### src/rtl/core/prq_pkg.sv
package prq_pkg;

    // Default build widths.
    localparam int PRQ_POS_BITS  = 12;
    localparam int PRQ_TIME_BITS = 32;

    // Depth of the queue between the front and the back.
    localparam int PRQ_QDEPTH = 2;

    // Register values after reset.
    localparam logic [1:0]  RST_MODE    = 2'd0;
    localparam logic [12:0] RST_WIDTH   = 13'd480;
    localparam logic [12:0] RST_HEIGHT  = 13'd272;
    localparam logic [15:0] RST_CONFIRM = 16'd25;

    // Configuration register indexes.
    localparam logic [1:0] REG_MODE    = 2'd0;
    localparam logic [1:0] REG_WIDTH   = 2'd1;
    localparam logic [1:0] REG_HEIGHT  = 2'd2;
    localparam logic [1:0] REG_CONFIRM = 2'd3;

    // Sensitivity modes; the unused code behaves as normal.
    localparam logic [1:0] MODE_NORMAL = 2'd0;
    localparam logic [1:0] MODE_LOW    = 2'd1;
    localparam logic [1:0] MODE_HIGH   = 2'd2;

    // Input commands.
    localparam logic [2:0] CMD_REPORT     = 3'd0;
    localparam logic [2:0] CMD_TICK       = 3'd1;
    localparam logic [2:0] CMD_FLUSH      = 3'd2;
    localparam logic [2:0] CMD_REBASELINE = 3'd3;
    localparam logic [2:0] CMD_DISCONNECT = 3'd4;
    localparam logic [2:0] CMD_SET_POS    = 3'd5;

    // Event kinds.
    localparam logic [2:0] EV_MOVE   = 3'd0;
    localparam logic [2:0] EV_DOWN   = 3'd1;
    localparam logic [2:0] EV_UP     = 3'd2;
    localparam logic [2:0] EV_BACK   = 3'd3;
    localparam logic [2:0] EV_SCROLL = 3'd4;

    // Bit positions of the buttons.
    localparam int BIT_LEFT  = 0;
    localparam int BIT_RIGHT = 1;

    // Scaled motion and the carry left for the next report.
    typedef struct packed {
        logic signed [9:0] delta;
        logic signed [1:0] carry;
    } t_scaled;

    // All events caused by one input item; they share cursor and time.
    typedef struct packed {
        logic [2:0]        count;
        logic [3:0][2:0]   kind;
        logic [3:0][1:0]   btn;
        logic signed [7:0] scroll;
        logic [11:0]       pointer_x;
        logic [11:0]       pointer_y;
        logic [31:0]       time_stamp;
    } t_bundle;

    // Scale a delta: high doubles, low halves toward zero and keeps the remainder.
    function automatic t_scaled scale_delta(input logic signed [7:0] d,
                                            input logic signed [1:0] carry,
                                            input logic [1:0] mode);
        t_scaled           res;
        logic signed [9:0] acc;
        acc = $signed({{2{d[7]}}, d}) + $signed({{8{carry[1]}}, carry});
        res.carry = 2'sb00;
        case (mode)
            MODE_HIGH: begin
                res.delta = $signed({d[7], d, 1'b0});
            end
            MODE_LOW: begin
                if (acc[9]) begin
                    res.delta = (acc + 10'sd1) >>> 1;
                end else begin
                    res.delta = acc >>> 1;
                end
                if (acc[0]) begin
                    res.carry = acc[9] ? 2'sb11 : 2'sb01;
                end
            end
            default: begin
                res.delta = $signed({{2{d[7]}}, d});
            end
        endcase
        return res;
    endfunction

    // Append one event to a bundle.
    function automatic t_bundle push_event(input t_bundle b, input logic [2:0] kind,
                                           input logic [1:0] btn);
        t_bundle res;
        res = b;
        if (b.count < 3'd4) begin
            res.kind[b.count[1:0]] = kind;
            res.btn[b.count[1:0]]  = btn;
            res.count              = b.count + 3'd1;
        end
        return res;
    endfunction

endpackage

### src/rtl/core/prq_if.sv
// Input item channel.
interface prq_in_if;
    logic              valid;
    logic              ready;
    logic [2:0]        command;
    logic [7:0]        button_byte;
    logic signed [7:0] move_x;
    logic signed [7:0] move_y;
    logic signed [7:0] wheel_step;
    logic [11:0]       new_x;
    logic [11:0]       new_y;

    modport source(output valid, command, button_byte, move_x, move_y, wheel_step,
                   new_x, new_y, input ready);
    modport sink(input valid, command, button_byte, move_x, move_y, wheel_step,
                 new_x, new_y, output ready);
endinterface

// Event channel.
interface prq_out_if;
    logic              valid;
    logic              ready;
    logic [2:0]        event_kind;
    logic [11:0]       pointer_x;
    logic [11:0]       pointer_y;
    logic signed [7:0] scroll;
    logic [1:0]        button_bits;
    logic [31:0]       time_stamp;
    logic              last_of_run;

    modport source(output valid, event_kind, pointer_x, pointer_y, scroll, button_bits,
                   time_stamp, last_of_run, input ready);
    modport sink(input valid, event_kind, pointer_x, pointer_y, scroll, button_bits,
                 time_stamp, last_of_run, output ready);
endinterface

// Configuration write channel.
interface prq_cfg_if;
    logic        valid;
    logic        ready;
    logic [1:0]  index;
    logic [15:0] data;

    modport source(output valid, index, data, input ready);
    modport sink(input valid, index, data, output ready);
endinterface

### src/rtl/core/pointer_report_qualifier.sv
// Channel   Direction  Payload
// i_in      in         command, button_byte, move_x, move_y, wheel_step, new_x, new_y
// o_out     out        event_kind, pointer_x, pointer_y, scroll, button_bits,
//                      time_stamp, last_of_run
// i_cfg     in         index, data (always ready)
//
// The front takes one transaction per cycle while the bundle queue has room and
// settles all state for it in that cycle. The back sends one event per cycle while
// the output is ready, so an item that causes N events holds the back until all N
// are sent; the first event goes through the bundle queue and the output register.
// A stalled output backs up the queue; once it holds two bundles the input is held off.
// Reset is synchronous, active low, and spares only queue storage and event payload.
module pointer_report_qualifier
    import prq_pkg::*;
#(
    parameter int POS_BITS  = PRQ_POS_BITS,
    parameter int TIME_BITS = PRQ_TIME_BITS
) (
    input  logic      i_clk,
    input  logic      i_rst_n,
    prq_in_if.sink    i_in,
    prq_out_if.source o_out,
    prq_cfg_if.sink   i_cfg
);

    logic    q_push, q_ready, q_pop, q_valid;
    t_bundle q_wdata, q_rdata;

    // Front: decode commands and update the qualifier state.
    prq_front #(
        .POS_BITS (POS_BITS),
        .TIME_BITS(TIME_BITS)
    ) u_front (
        .i_clk    (i_clk),
        .i_rst_n  (i_rst_n),
        .i_in     (i_in),
        .i_cfg    (i_cfg),
        .i_q_ready(q_ready),
        .o_q_push (q_push),
        .o_q_data (q_wdata)
    );

    // Queue of event bundles.
    prq_queue u_queue (
        .i_clk  (i_clk),
        .i_rst_n(i_rst_n),
        .i_push (q_push),
        .i_data (q_wdata),
        .o_ready(q_ready),
        .i_pop  (q_pop),
        .o_valid(q_valid),
        .o_data (q_rdata)
    );

    // Back: send events one at a time.
    prq_back u_back (
        .i_clk    (i_clk),
        .i_rst_n  (i_rst_n),
        .i_q_valid(q_valid),
        .i_q_data (q_rdata),
        .o_q_pop  (q_pop),
        .o_out    (o_out)
    );

endmodule

### src/rtl/core/prq_front.sv
module prq_front
    import prq_pkg::*;
#(
    parameter int POS_BITS  = PRQ_POS_BITS,
    parameter int TIME_BITS = PRQ_TIME_BITS
) (
    input  logic    i_clk,
    input  logic    i_rst_n,
    prq_in_if.sink  i_in,
    prq_cfg_if.sink i_cfg,
    input  logic    i_q_ready,
    output logic    o_q_push,
    output t_bundle o_q_data
);

    // Signed width for cursor arithmetic, wide enough for the size registers too.
    localparam int CW = (POS_BITS + 3 > 14) ? POS_BITS + 3 : 14;
    localparam logic signed [CW-1:0] LIM = CW'(2 ** POS_BITS);
    localparam logic [POS_BITS-1:0] RST_X = POS_BITS'(RST_WIDTH / 2);
    localparam logic [POS_BITS-1:0] RST_Y = POS_BITS'(RST_HEIGHT / 2);

    // Clamp a coordinate into 0 .. size-1, with the size limited to 1 .. 2^POS_BITS.
    function automatic logic [POS_BITS-1:0] clamp_axis(input logic signed [CW-1:0] v,
                                                       input logic [12:0] size);
        logic signed [CW-1:0] sz;
        logic signed [CW-1:0] sz_m1;
        sz = (size == 13'd0) ? CW'(1) : $signed(CW'(size));
        if (sz > LIM) begin
            sz = LIM;
        end
        sz_m1 = sz - CW'(1);
        if (v < 0) begin
            return '0;
        end else if (v >= sz) begin
            return sz_m1[POS_BITS-1:0];
        end
        return v[POS_BITS-1:0];
    endfunction

    // Configuration registers.
    logic [1:0]  r_mode;
    logic [12:0] r_width;
    logic [12:0] r_height;
    logic [15:0] r_confirm;

    // Qualifier state and its next values.
    logic [POS_BITS-1:0]  r_cur_x, r_cur_y, n_cur_x, n_cur_y;
    logic signed [1:0]    r_carry_x, r_carry_y, n_carry_x, n_carry_y;
    logic [1:0]           r_raw, r_acc, r_pp, r_mb, n_raw, n_acc, n_pp, n_mb;
    logic                 r_mp, n_mp;
    logic [TIME_BITS-1:0] r_lpt, r_rpt, r_tick, n_lpt, n_rpt, n_tick;

    logic                 accept;
    t_scaled              scl_x, scl_y;
    logic signed [CW-1:0] sum_x, sum_y, set_x, set_y;
    logic [1:0]           btns, chg;
    logic [TIME_BITS-1:0] tick_inc, diff_l, diff_r, conf_t;
    t_bundle              evs;
    logic [POS_BITS+11:0] pad_x, pad_y;
    logic [TIME_BITS+31:0] pad_t;

    assign i_cfg.ready = 1'b1;
    assign i_in.ready  = i_q_ready;
    assign accept      = i_in.valid && i_q_ready;

    // Operand preparation for the commands.
    assign btns     = i_in.button_byte[1:0];
    assign chg      = btns ^ r_raw;
    assign scl_x    = scale_delta(i_in.move_x, r_carry_x, r_mode);
    assign scl_y    = scale_delta(i_in.move_y, r_carry_y, r_mode);
    assign sum_x    = $signed({{(CW-POS_BITS){1'b0}}, r_cur_x})
                    + $signed({{(CW-10){scl_x.delta[9]}}, scl_x.delta});
    assign sum_y    = $signed({{(CW-POS_BITS){1'b0}}, r_cur_y})
                    + $signed({{(CW-10){scl_y.delta[9]}}, scl_y.delta});
    assign set_x    = $signed({{(CW-12){1'b0}}, i_in.new_x});
    assign set_y    = $signed({{(CW-12){1'b0}}, i_in.new_y});
    assign tick_inc = r_tick + TIME_BITS'(1);
    assign diff_l   = tick_inc - r_lpt;
    assign diff_r   = tick_inc - r_rpt;
    assign conf_t   = TIME_BITS'(r_confirm);

    // Command decode: next state and the list of events, in issue order.
    always_comb begin
        n_cur_x   = r_cur_x;
        n_cur_y   = r_cur_y;
        n_carry_x = r_carry_x;
        n_carry_y = r_carry_y;
        n_raw     = r_raw;
        n_acc     = r_acc;
        n_pp      = r_pp;
        n_mb      = r_mb;
        n_mp      = r_mp;
        n_lpt     = r_lpt;
        n_rpt     = r_rpt;
        n_tick    = r_tick;
        evs       = '0;
        case (i_in.command)
            CMD_REPORT: begin
                n_carry_x = scl_x.carry;
                n_carry_y = scl_y.carry;
                if (scl_x.delta != 10'sd0 || scl_y.delta != 10'sd0) begin
                    n_cur_x = clamp_axis(sum_x, r_width);
                    n_cur_y = clamp_axis(sum_y, r_height);
                    n_mp    = 1'b1;
                    n_mb    = btns;
                end
                if (chg[BIT_LEFT]) begin
                    if (btns[BIT_LEFT]) begin
                        n_pp[BIT_LEFT] = 1'b1;
                        n_lpt          = r_tick;
                    end else begin
                        n_pp[BIT_LEFT] = 1'b0;
                        if (r_acc[BIT_LEFT]) begin
                            if (n_mp) begin
                                evs  = push_event(evs, EV_MOVE, n_mb);
                                n_mp = 1'b0;
                            end
                            evs             = push_event(evs, EV_UP, btns);
                            n_acc[BIT_LEFT] = 1'b0;
                        end
                    end
                end
                if (chg[BIT_RIGHT]) begin
                    if (btns[BIT_RIGHT]) begin
                        n_pp[BIT_RIGHT] = 1'b1;
                        n_rpt           = r_tick;
                    end else begin
                        n_pp[BIT_RIGHT]  = 1'b0;
                        n_acc[BIT_RIGHT] = 1'b0;
                    end
                end
                n_raw = btns;
                // A press seen again in a later report is confirmed.
                if (n_pp[BIT_LEFT] && btns[BIT_LEFT] && !chg[BIT_LEFT]) begin
                    if (n_mp) begin
                        evs  = push_event(evs, EV_MOVE, n_mb);
                        n_mp = 1'b0;
                    end
                    evs             = push_event(evs, EV_DOWN, btns);
                    n_pp[BIT_LEFT]  = 1'b0;
                    n_acc[BIT_LEFT] = 1'b1;
                end
                if (n_pp[BIT_RIGHT] && btns[BIT_RIGHT] && !chg[BIT_RIGHT]) begin
                    if (n_mp) begin
                        evs  = push_event(evs, EV_MOVE, n_mb);
                        n_mp = 1'b0;
                    end
                    evs              = push_event(evs, EV_BACK, btns);
                    n_pp[BIT_RIGHT]  = 1'b0;
                    n_acc[BIT_RIGHT] = 1'b1;
                end
                if (i_in.wheel_step != 8'sd0) begin
                    if (n_mp) begin
                        evs  = push_event(evs, EV_MOVE, n_mb);
                        n_mp = 1'b0;
                    end
                    evs        = push_event(evs, EV_SCROLL, btns);
                    evs.scroll = i_in.wheel_step;
                end
            end
            CMD_TICK: begin
                n_tick = tick_inc;
                // A press held long enough is confirmed without a new report.
                if (r_pp[BIT_LEFT] && r_raw[BIT_LEFT] && diff_l >= conf_t) begin
                    if (n_mp) begin
                        evs  = push_event(evs, EV_MOVE, n_mb);
                        n_mp = 1'b0;
                    end
                    evs             = push_event(evs, EV_DOWN, r_raw);
                    n_pp[BIT_LEFT]  = 1'b0;
                    n_acc[BIT_LEFT] = 1'b1;
                end
                if (r_pp[BIT_RIGHT] && r_raw[BIT_RIGHT] && diff_r >= conf_t) begin
                    if (n_mp) begin
                        evs  = push_event(evs, EV_MOVE, n_mb);
                        n_mp = 1'b0;
                    end
                    evs              = push_event(evs, EV_BACK, r_raw);
                    n_pp[BIT_RIGHT]  = 1'b0;
                    n_acc[BIT_RIGHT] = 1'b1;
                end
            end
            CMD_FLUSH: begin
                if (r_mp) begin
                    evs  = push_event(evs, EV_MOVE, r_mb);
                    n_mp = 1'b0;
                end
            end
            CMD_REBASELINE, CMD_DISCONNECT: begin
                // The pending move is dropped, not flushed.
                n_carry_x = 2'sb00;
                n_carry_y = 2'sb00;
                n_pp      = 2'b00;
                n_mp      = 1'b0;
                n_mb      = 2'b00;
                n_lpt     = '0;
                n_rpt     = '0;
                if (r_acc[BIT_LEFT]) begin
                    evs = push_event(evs, EV_UP, 2'b00);
                end
                n_acc = 2'b00;
                n_raw = (i_in.command == CMD_REBASELINE) ? btns : 2'b00;
            end
            CMD_SET_POS: begin
                n_cur_x = clamp_axis(set_x, r_width);
                n_cur_y = clamp_axis(set_y, r_height);
            end
            default: begin
            end
        endcase
    end

    // Cursor and time as the events carry them.
    assign pad_x = {12'b0, n_cur_x};
    assign pad_y = {12'b0, n_cur_y};
    assign pad_t = {32'b0, n_tick};

    always_comb begin
        o_q_data            = evs;
        o_q_data.pointer_x  = pad_x[11:0];
        o_q_data.pointer_y  = pad_y[11:0];
        o_q_data.time_stamp = pad_t[31:0];
    end

    // Items that cause no event never enter the queue.
    assign o_q_push = accept && (evs.count != 3'd0);

    // Configuration registers.
    always_ff @(posedge i_clk) begin
        if (!i_rst_n) begin
            r_mode    <= RST_MODE;
            r_width   <= RST_WIDTH;
            r_height  <= RST_HEIGHT;
            r_confirm <= RST_CONFIRM;
        end else if (i_cfg.valid) begin
            case (i_cfg.index)
                REG_MODE:    r_mode    <= i_cfg.data[1:0];
                REG_WIDTH:   r_width   <= i_cfg.data[12:0];
                REG_HEIGHT:  r_height  <= i_cfg.data[12:0];
                REG_CONFIRM: r_confirm <= i_cfg.data;
                default: begin
                end
            endcase
        end
    end

    // Qualifier state advances once per accepted transaction.
    always_ff @(posedge i_clk) begin
        if (!i_rst_n) begin
            r_cur_x   <= RST_X;
            r_cur_y   <= RST_Y;
            r_carry_x <= 2'sb00;
            r_carry_y <= 2'sb00;
            r_raw     <= 2'b00;
            r_acc     <= 2'b00;
            r_pp      <= 2'b00;
            r_mb      <= 2'b00;
            r_mp      <= 1'b0;
            r_lpt     <= '0;
            r_rpt     <= '0;
            r_tick    <= '0;
        end else if (accept) begin
            r_cur_x   <= n_cur_x;
            r_cur_y   <= n_cur_y;
            r_carry_x <= n_carry_x;
            r_carry_y <= n_carry_y;
            r_raw     <= n_raw;
            r_acc     <= n_acc;
            r_pp      <= n_pp;
            r_mb      <= n_mb;
            r_mp      <= n_mp;
            r_lpt     <= n_lpt;
            r_rpt     <= n_rpt;
            r_tick    <= n_tick;
        end
    end

endmodule

### src/rtl/core/prq_queue.sv
module prq_queue
    import prq_pkg::*;
(
    input  logic    i_clk,
    input  logic    i_rst_n,
    input  logic    i_push,
    input  t_bundle i_data,
    output logic    o_ready,
    input  logic    i_pop,
    output logic    o_valid,
    output t_bundle o_data
);

    localparam int PW = (PRQ_QDEPTH > 1) ? $clog2(PRQ_QDEPTH) : 1;
    localparam int CNTW = $clog2(PRQ_QDEPTH + 1);
    localparam logic [CNTW-1:0] FULL_CNT = CNTW'(PRQ_QDEPTH);
    localparam logic [PW-1:0] LAST_PTR = PW'(PRQ_QDEPTH - 1);

    t_bundle         r_mem [PRQ_QDEPTH];
    logic [PW-1:0]   r_wr_ptr, r_rd_ptr;
    logic [CNTW-1:0] r_count;

    assign o_ready = (r_count != FULL_CNT);
    assign o_valid = (r_count != '0);
    assign o_data  = r_mem[r_rd_ptr];

    // Storage for queued bundles.
    always_ff @(posedge i_clk) begin
        if (i_push) begin
            r_mem[r_wr_ptr] <= i_data;
        end
    end

    // Pointers and fill count.
    always_ff @(posedge i_clk) begin
        if (!i_rst_n) begin
            r_wr_ptr <= '0;
            r_rd_ptr <= '0;
            r_count  <= '0;
        end else begin
            if (i_push) begin
                r_wr_ptr <= (r_wr_ptr == LAST_PTR) ? '0 : r_wr_ptr + PW'(1);
            end
            if (i_pop) begin
                r_rd_ptr <= (r_rd_ptr == LAST_PTR) ? '0 : r_rd_ptr + PW'(1);
            end
            if (i_push && !i_pop) begin
                r_count <= r_count + CNTW'(1);
            end else if (i_pop && !i_push) begin
                r_count <= r_count - CNTW'(1);
            end
        end
    end

endmodule

### src/rtl/core/prq_back.sv
module prq_back
    import prq_pkg::*;
(
    input  logic      i_clk,
    input  logic      i_rst_n,
    input  logic      i_q_valid,
    input  t_bundle   i_q_data,
    output logic      o_q_pop,
    prq_out_if.source o_out
);

    logic [1:0]        r_idx;
    logic              r_valid;
    logic [2:0]        r_kind;
    logic [11:0]       r_px, r_py;
    logic signed [7:0] r_scroll;
    logic [1:0]        r_btn;
    logic [31:0]       r_time;
    logic              r_last;

    logic       load;
    logic       is_last;
    logic [2:0] sel_kind;

    // The output register takes the next event whenever it is free or being drained.
    assign load     = i_q_valid && (!r_valid || o_out.ready);
    assign is_last  = ({1'b0, r_idx} == (i_q_data.count - 3'd1));
    assign sel_kind = i_q_data.kind[r_idx];
    assign o_q_pop  = load && is_last;

    // Walk through the events of the head bundle.
    always_ff @(posedge i_clk) begin
        if (!i_rst_n) begin
            r_idx   <= 2'd0;
            r_valid <= 1'b0;
        end else if (load) begin
            r_idx   <= is_last ? 2'd0 : r_idx + 2'd1;
            r_valid <= 1'b1;
        end else if (o_out.ready) begin
            r_valid <= 1'b0;
        end
    end

    // Event payload register.
    always_ff @(posedge i_clk) begin
        if (load) begin
            r_kind   <= sel_kind;
            r_px     <= i_q_data.pointer_x;
            r_py     <= i_q_data.pointer_y;
            r_scroll <= (sel_kind == EV_SCROLL) ? i_q_data.scroll : 8'sd0;
            r_btn    <= i_q_data.btn[r_idx];
            r_time   <= i_q_data.time_stamp;
            r_last   <= is_last;
        end
    end

    assign o_out.valid       = r_valid;
    assign o_out.event_kind  = r_kind;
    assign o_out.pointer_x   = r_px;
    assign o_out.pointer_y   = r_py;
    assign o_out.scroll      = r_scroll;
    assign o_out.button_bits = r_btn;
    assign o_out.time_stamp  = r_time;
    assign o_out.last_of_run = r_last;

endmodule
### src/flat_wrapper.sv
// flat-port wrapper written by rule: the top's interface ports become plain ports
module pointer_report_qualifier_flat import prq_pkg::*;
#(
    parameter int POS_BITS  = PRQ_POS_BITS,
    parameter int TIME_BITS = PRQ_TIME_BITS
)
  (i_clk, i_rst_n, i_in_valid, i_in_command, i_in_button_byte, i_in_move_x, i_in_move_y, i_in_wheel_step, i_in_new_x, i_in_new_y, i_in_ready, o_out_valid, o_out_event_kind, o_out_pointer_x, o_out_pointer_y, o_out_scroll, o_out_button_bits, o_out_time_stamp, o_out_last_of_run, o_out_ready, i_cfg_valid, i_cfg_index, i_cfg_data, i_cfg_ready);
  prq_in_if i_in_i ();
  prq_out_if o_out_i ();
  prq_cfg_if i_cfg_i ();
  input  logic i_clk;
  input  logic i_rst_n;
  input wire logic [$bits(i_in_i.valid)-1:0] i_in_valid;
  input wire logic [$bits(i_in_i.command)-1:0] i_in_command;
  input wire logic [$bits(i_in_i.button_byte)-1:0] i_in_button_byte;
  input wire logic [$bits(i_in_i.move_x)-1:0] i_in_move_x;
  input wire logic [$bits(i_in_i.move_y)-1:0] i_in_move_y;
  input wire logic [$bits(i_in_i.wheel_step)-1:0] i_in_wheel_step;
  input wire logic [$bits(i_in_i.new_x)-1:0] i_in_new_x;
  input wire logic [$bits(i_in_i.new_y)-1:0] i_in_new_y;
  output wire logic [$bits(i_in_i.ready)-1:0] i_in_ready;
  output wire logic [$bits(o_out_i.valid)-1:0] o_out_valid;
  output wire logic [$bits(o_out_i.event_kind)-1:0] o_out_event_kind;
  output wire logic [$bits(o_out_i.pointer_x)-1:0] o_out_pointer_x;
  output wire logic [$bits(o_out_i.pointer_y)-1:0] o_out_pointer_y;
  output wire logic [$bits(o_out_i.scroll)-1:0] o_out_scroll;
  output wire logic [$bits(o_out_i.button_bits)-1:0] o_out_button_bits;
  output wire logic [$bits(o_out_i.time_stamp)-1:0] o_out_time_stamp;
  output wire logic [$bits(o_out_i.last_of_run)-1:0] o_out_last_of_run;
  input wire logic [$bits(o_out_i.ready)-1:0] o_out_ready;
  input wire logic [$bits(i_cfg_i.valid)-1:0] i_cfg_valid;
  input wire logic [$bits(i_cfg_i.index)-1:0] i_cfg_index;
  input wire logic [$bits(i_cfg_i.data)-1:0] i_cfg_data;
  output wire logic [$bits(i_cfg_i.ready)-1:0] i_cfg_ready;
  assign i_in_i.valid = i_in_valid;
  assign i_in_i.command = i_in_command;
  assign i_in_i.button_byte = i_in_button_byte;
  assign i_in_i.move_x = i_in_move_x;
  assign i_in_i.move_y = i_in_move_y;
  assign i_in_i.wheel_step = i_in_wheel_step;
  assign i_in_i.new_x = i_in_new_x;
  assign i_in_i.new_y = i_in_new_y;
  assign i_in_ready = i_in_i.ready;
  assign o_out_valid = o_out_i.valid;
  assign o_out_event_kind = o_out_i.event_kind;
  assign o_out_pointer_x = o_out_i.pointer_x;
  assign o_out_pointer_y = o_out_i.pointer_y;
  assign o_out_scroll = o_out_i.scroll;
  assign o_out_button_bits = o_out_i.button_bits;
  assign o_out_time_stamp = o_out_i.time_stamp;
  assign o_out_last_of_run = o_out_i.last_of_run;
  assign o_out_i.ready = o_out_ready;
  assign i_cfg_i.valid = i_cfg_valid;
  assign i_cfg_i.index = i_cfg_index;
  assign i_cfg_i.data = i_cfg_data;
  assign i_cfg_ready = i_cfg_i.ready;
  pointer_report_qualifier #(.POS_BITS(POS_BITS), .TIME_BITS(TIME_BITS)) u_core (.i_clk(i_clk), .i_rst_n(i_rst_n), .i_in(i_in_i), .o_out(o_out_i), .i_cfg(i_cfg_i));
endmodule
### config.mk
export PLATFORM = sky130hd
export DESIGN_NAME = pointer_report_qualifier_flat
export DESIGN_NICKNAME = d
export VERILOG_FILES = /design/src/rtl/core/prq_pkg.sv /design/src/rtl/core/prq_if.sv /design/src/rtl/core/pointer_report_qualifier.sv /design/src/rtl/core/prq_front.sv /design/src/rtl/core/prq_queue.sv /design/src/rtl/core/prq_back.sv /design/src/flat_wrapper.sv
export SDC_FILE = /design/constraint.sdc
export NUM_CORES = 1
export LEC_CHECK = 0
export BUFFER_PORTS_ARGS = -buffer_cell sky130_fd_sc_hd__buf_2
export CELL_PAD_IN_SITES_DETAIL_PLACEMENT = 1
export CELL_PAD_IN_SITES_GLOBAL_PLACEMENT = 1
export CORE_MARGIN = 8
export CORE_UTILIZATION = 52
export CTS_CLUSTER_DIAMETER = 150
export CTS_CLUSTER_SIZE = 24
export DETAILED_ROUTE_END_ITERATION = 6
export PLACE_DENSITY = 0.84
export SLEW_MARGIN = 20
export SYNTH_ARGS = -nofsm -noshare
export SYNTH_HDL_FRONTEND = slang
export SYNTH_HIERARCHICAL = 1
export SYNTH_SLANG_ARGS = --single-unit
export TNS_END_PERCENT = 10
### constraint.sdc
create_clock -name i_clk -period 20.8 [get_ports i_clk]
set_input_delay 1.04 -clock i_clk [delete_from_list [all_inputs] [get_ports i_clk]]
set_output_delay 1.04 -clock i_clk [all_outputs]
set_load 0.03 [all_outputs]
* Word-level counts from Yosys, hierarchy flattened
Memory sizes are Yosys's and may differ from the RTL's. A register that Yosys moved wholly into a read port is not among the register bits.
Index checks and enable logic that the tools add are counted.
** Word-level totals
- Memories kept :: 1
- Bits in writable memories :: 174
- Bits in latches :: 0
- Logic and storage cells :: 412
- Register bits :: 253
- Bits in read-only memories :: 0
** Operators by class
- Muxes and demuxes :: 204
- Bitwise gates (word level) :: 27
- Multiply operators :: 0
- Reduce and logical (&&, ||, !) cells :: 58
- Magnitude comparators :: 43
- $add $sub $neg :: 29
- Eq/ne operators :: 21
- Shift-type cells :: 0
- Div/mod/pow operators :: 0
** Memories
- u_core.u_queue.r_mem :: words 2, width 87, rd ports 1, clocked after memory_dff 1, write ports 1, line prq_queue.sv:19 : t_bundle r_mem [PRQ_QDEPTH];
** Operators with widths (number)
- 87-bit 2-to-1 mux :: 30
- 87-bit one-hot mux with 4 select lines :: 1
- 85-bit 2-to-1 mux :: 3
- 23-bit 2-to-1 mux :: 10
- 12-bit 2-to-1 mux :: 14
- 32-bit 2-to-1 mux :: 5
- 32-bit one-hot mux with 2 select lines :: 2
- 15-bit 2-to-1 mux :: 6
- 8-bit bitwise mux :: 10
- 32-bit by 16-bit greater-or-equal comparator with 1-bit output :: 2
- 32-bit subtractor :: 2
- 3-bit demux with 2-bit select :: 10
- 13-bit 2-to-1 mux :: 4
- 1-bit 2-to-1 mux :: 50
- 12-bit bitwise AND :: 4
- 12-bit inverter :: 4
- 12-bit one-hot mux with 2 select lines :: 2
- 12-bit by 2-bit subtractor with 12-bit output, second input constant :: 4
- 2-bit 2-to-1 mux :: 23
- 2-bit demux with 2-bit select :: 10
- 10-bit one-hot mux with 2 select lines :: 2
- 2-bit by 3-bit less-than comparator with 1-bit output, second input constant :: 11
- 3-bit 2-to-1 mux :: 11
- 32-bit by 1-bit adder with 32-bit output, second input constant :: 1
- other kinds (52) :: 161

* Longest topological paths before layout
- Depth in word-level cells :: 87
- Depth in mapped cells :: 42
- Gate-level depth less buffers :: 39

* Cells and area by module
The synthesis kept the hierarchy.
** Modules (own cells, without submodules)
- prq_front :: area each 19368.6 um^2, sequential area each 3523.4 um^2, instances 1, cells an instance 2696
- prq_queue :: area each 6617.6 um^2, sequential area each 5325.1 um^2, instances 1, cells an instance 293
- prq_back :: area each 2488.6 um^2, sequential area each 2162.1 um^2, instances 1, cells an instance 107

* Least setup slack after synthesis
OpenSTA, ideal clock, no wires.
- Kind :: input to register
- Start :: input i_in_move_x[0]
- End :: memory u_core/u_queue/r_mem[0][0] (netlist bit), enable pin
- Setup slack :: 8128 ps
- Cell stages on the path :: 38
- Arrival :: 12128 ps
- Cells stage by stage :: ha_1 inv_1 fa_1 nand2b_1 a21oi_4 xor2_1 nand3_1 o211a_1 or3_4 nand3b_4 or3_1 buf_2 buf_2 nor2_1 ha_1 a21oi_1 ha_1 nor2_1 [... 2 more ...] ha_1 nand2_1 o211ai_1 a22o_1 ha_1 o211ai_1 o2111ai_1 nand2_1 ha_1 nand2_1 o21ai_0 o211a_4 clkinv_4 ha_1 a21boi_0 o31ai_1 a41oi_1 nor2b_1
** Between the ends
- Cells in the longest elaborated chain, start to end :: 50
** RTL lines
- from (decl) :: line flat_wrapper.sv:16 : input wire logic [$bits(i_in_i.move_x)-1:0] i_in_move_x;
- 8-bit by 2-bit adder with 9-bit output :: line prq_pkg.sv:69 : acc = $signed({{2{d[7]}}, d}) + $signed({{8{carry[1]}}, carry});
- 9-bit by 2-bit adder with 10-bit output :: line prq_pkg.sv:77 : res.delta = (acc + 10'sd1) >>> 1;
- 10-bit 2-to-1 mux :: line prq_pkg.sv:76 : if (acc[9]) begin
- 10-bit one-hot mux with 2 select lines * :: line prq_pkg.sv:71 : case (mode)
- 10-bit nonzero test * :: line prq_front.sv:101 : if (scl_x.delta != 10'sd0 || scl_y.delta != 10'sd0) begin
- 1-bit logical OR * :: line prq_front.sv:101
- 1-bit 2-to-1 mux * :: line prq_front.sv:101
- 1-bit 2-to-1 mux * :: line prq_front.sv:97 : case (i_in.command)
- [... 35 more ...]
- 23-bit 2-to-1 mux :: line prq_pkg.sv:97 : if (b.count < 3'd4) begin
- 87-bit 2-to-1 mux * :: line prq_front.sv:152 : if (i_in.wheel_step != 8'sd0) begin
- 87-bit one-hot mux with 4 select lines * :: line prq_front.sv:97
- 3-bit nonzero test * :: line prq_front.sv:226 : assign o_q_push = accept && (evs.count != 3'd0);
- 1-bit logical AND * :: line prq_front.sv:226
- net u_core.q_push :: line pointer_report_qualifier.sv:26 : logic q_push, q_ready, q_pop, q_valid;
- 1-bit 2-to-1 mux * :: line prq_queue.sv:29 : if (i_push) begin
- 1-bit 2-to-1 mux (implied by the code) * :: line prq_queue.sv:30 : r_mem[r_wr_ptr] <= i_data;
- to (decl) :: line prq_queue.sv:19
Mark *: on every way through the listed nets, which the timed path passes. The rest lies on a longest branch. The select of a mux whose other input is x is not followed.

* Worst setup path in the final report
- Start :: input i_in_move_y[0]
- End :: memory u_core/u_queue/r_mem[1][44] (netlist bit), enable pin
** Between the ends
- Cells in the longest elaborated chain, start to end :: 50
** RTL lines
- from (decl) :: line flat_wrapper.sv:17 : input wire logic [$bits(i_in_i.move_y)-1:0] i_in_move_y;
- 8-bit by 2-bit adder with 9-bit output :: line prq_pkg.sv:69
- 9-bit by 2-bit adder with 10-bit output :: line prq_pkg.sv:77
- 10-bit 2-to-1 mux :: line prq_pkg.sv:76
- 10-bit one-hot mux with 2 select lines * :: line prq_pkg.sv:71
- 10-bit nonzero test * :: line prq_front.sv:101
- 1-bit logical OR * :: line prq_front.sv:101
- 1-bit 2-to-1 mux * :: line prq_front.sv:101
- 1-bit 2-to-1 mux * :: line prq_front.sv:97
- [... 35 more ...]
- 23-bit 2-to-1 mux :: line prq_pkg.sv:97
- 87-bit 2-to-1 mux * :: line prq_front.sv:152
- 87-bit one-hot mux with 4 select lines * :: line prq_front.sv:97
- 3-bit nonzero test * :: line prq_front.sv:226
- 1-bit logical AND * :: line prq_front.sv:226
- net u_core.q_push :: line pointer_report_qualifier.sv:26
- 1-bit 2-to-1 mux * :: line prq_queue.sv:29
- 1-bit 2-to-1 mux (implied by the code) * :: line prq_queue.sv:30
Marks and branches as above.

==> impl_results.md <==
* Worst path depth at 36
* Ratio of final minimum period to clock period at 55.3%
* Pwr dens at 60.9 nW/um^2
* Die H at 250 um
* CP top delay family: compound AO/OA/AOI/OAI gates
* Clock-pin slew on the worst setup and hold paths at 0.09 ns
* Initial core utilization at 52.7%
* Synth warn at 6
* Final Hold Viols at 0
* Worst reg-to-reg setup slack at 9.61 ns
* Vias/cell at 6.34
* Post-synth EDFFs at 244
* Top FF cell, synth: edfxtp_1
* Period minus WS final at 11.51 ns
* Slew HR at 23.7%
* Register area share after synthesis at 38.7%
* Mapped Nets at 3405
* GR Util All Layers at 28.2%
* Ys async rst share at 0%
* Final instance area at 30300 um^2
* Total CTS buffers at 21
* DR iter-0 viols at 2057
* Post-route ant nets at 0
* Post-CTS Hold Buffers at 0
* Cells resized by post-CTS repair at 0
* Worst path required time at 20.99 ns
* Clock Sinks at 428
* # IOs at 155
* Syn_area_per_cell at 9.20 um^2
* Vias in the first global route at 25100
* Unrepaired setup endpoints after global routing: false
* Total grt overflow at 0
* DRC Markers at 0
* Commonest cells after routing, fill and taps aside: nand2_1, a21oi_1, edfxtp_1, ha_1, dfxtp_1
* Area Growth Syn to Fin at 6.27%
* Critical Path Sink: u_core/u_queue/r_mem[1][44]
* Largest net degree at the start of global routing at 77
* Clk_lat worst skew at 0.56 ns
* Die X at 250 um
* CTS root buffer: clkbuf_16
* Antenna violations before repair at 0
* Setup TNS at 0 ns
* LEAKAGE at 11.8 nW
* Outcome: completed
* Post-DP HPWL at 69.4 mm
* Post-CTS Setup Bufs at 0
* Core area at 54000 um^2
* Pre-antenna DRT Iters at 5
* # H-tree levels at 1
* Final-report setup violation count at 0
* Antenna Cells at 0
* R2R Path End: u_core/u_queue/r_mem[1][44]
* Post-Syn Area at 28500 um^2
* CP max stage delay at 0.77 ns
* CTS tree: built
* Most frequent CP cell: ha_1
* Crit path max-delay cell type: o21ai_1
* Max Slew Vio Count at 0
* Hold_ws at 0.461 ns
* Skew final at 0.0200 ns
* Post-DP Area at 29600 um^2
* CP endpoint kind: flop
* Buffers on Ports at 147
* Worst path bufs/invs at 3
* Total power at 1.84 mW
* Final WL at 91.4 mm
* Num rows at 85
* R2r startpoint: u_core/u_front/r_carry_y[0]
* Fraction of layout cells with a size suffix above 1 at 11.7%
* Fin nets at 3438
* Worst Setup SP: i_in_move_y[0]
* Yosys cell types at 104
* Startpoint Class: input pin
* HP Class: flop to flop
* Crit path kind: input pin to flop
* WL per Instance at 23.8 um
* Routed vias at 24400
* Cells on worst reg2reg path at 35
* First-pass GRT wire length at 143 mm
* Peak VDD IR at 0.0542 mV
* Commonest non-fill, non-tap cell in the layout: nand2_1
* Cells after synthesis at 3096
* CP Max Fanout at 46
* FF+latch count, synth at 428
* Final GP Congestion at 0.922
* Max Freq at 86.9 MHz
* Arrival time worst endpoint at 11.70 ns
* Worst-margin pin slew at 1.14 ns
* Max cap viols at 0
* Die ar. at 62500 um^2
* Longest Clk Path Bufs at 3
## where the power goes
group	total [mW]	leakage, nW	internal (mW)	switching (mW)
clock network	0.482	0.291	0.206	0.276
registers	0.946	3.83	0.926	0.0200
logic	0.414	7.68	0.148	0.266
## worst min path at each step
stage / start / depth (start not counted) / slack (ns) / to
final: u_core/u_front/r_lpt[25] / 2 / 0.46 / u_core/u_front/r_lpt[25]
after global routing: u_core/u_front/r_lpt[21] / 2 / 0.48 / u_core/u_front/r_lpt[21]
after CTS: u_core/u_front/r_lpt[21] / 2 / 0.46 / u_core/u_front/r_lpt[21]
after detailed placement: u_core/u_front/r_lpt[21] / 2 / 0.45 / u_core/u_front/r_lpt[21]
after global placement: u_core/u_front/r_lpt[11] / 2 / 0.44 / u_core/u_front/r_lpt[11]
after floorplan: u_core/u_front/r_confirm[10] / 2 / 0.44 / u_core/u_front/r_confirm[10]
## worst reg2reg max path: cells and delay by family, from the launching register on
family | cells | cell delay (ns)
DFF | 1 | 0.33
adders and majority gates | 8 | 2.52
and+or+nand+nor | 8 | 2.35
AOI/OAI and AO/OA | 17 | 4.83
buffers and inverters | 2 | 0.76
## registers in the layout (all words and copies together) (netlist names), 13 cells and up, named ones only
register / count
u_core/u_back/o_out.time_stamp: 32
u_core/u_front/r_confirm: 16
u_core/u_front/r_height: 13
u_core/u_front/r_lpt: 32
u_core/u_front/r_rpt: 32
u_core/u_front/r_tick: 32
u_core/u_front/r_width: 13
u_core/u_queue/r_mem: 174
## layout make-up
type	count	area, um^2
fill	6185	23800
multi-input combinational	2332	16200
sequential	428	11000
timing repair buffer	172	923
tap	696	871
inverter	174	661
clock buffer	36	582
clock inverter	1	30.0
## per-layer routing
layer	vias to the layer above	share of wire [%]	GRT usage, %
li1	11300	-	-
met1	12200	44	37.7
met2	745	48	48.6
met3	146	5.4	2.56
met4	0	2.5	7.42
met5	-	0	0
## synthesized netlist by cell type (29+ instances only)
| cell | instances | area [um^2] |
|---|---|---|
| xnor2_1 | 92 | 806 |
| a31oi_1 | 29 | 181 |
| o21ai_0 | 136 | 681 |
| nor3_1 | 47 | 235 |
| nor2_1 | 177 | 664 |
| and2_1 | 38 | 238 |
| inv_1 | 172 | 646 |
| nor2b_1 | 31 | 194 |
| xor2_1 | 76 | 666 |
| nand3_1 | 143 | 716 |
| clkbuf_1 | 131 | 492 |
| mux2_2 | 69 | 777 |
| mux2_4 | 30 | 450 |
| a21o_1 | 35 | 263 |
| mux2i_1 | 37 | 370 |
| nand2_1 | 373 | 1400 |
| edfxtp_1 | 244 | 7330 |
| ha_1 | 221 | 2770 |
| dfxtp_1 | 184 | 3680 |
| a21oi_1 | 254 | 1270 |
| o211ai_1 | 58 | 435 |
| o31ai_1 | 30 | 225 |
## through the flow
stage                     worst slack [ns]  instances  util (%)
after CTS                             9.44       3839      56.0
after detailed placement              8.94       3802      54.9
after global placement                9.10       3802      54.9
after floorplan                       8.13       3096         -
after global routing                  8.65       3839      56.0
final                                 9.29       3839      56.0
## kinds of logic (layout without fill, tap and decap cells)
kind of cell	count (synthesis)	after routing	share of synthesized area [%]
other	1	1	0.0132
adder cells (fa/ha/maj)	227	227	10.1
XOR/XNOR	169	169	5.25
multiplexers	141	141	6.05
flip-flops	428	428	38.7
buffers and inverters	336	383	4.74
AO/OA/AOI/OAI	794	794	18.2
AND/OR/NAND/NOR	1000	1000	16.9
No activity file was read; power rests on OpenSTA's default activity.
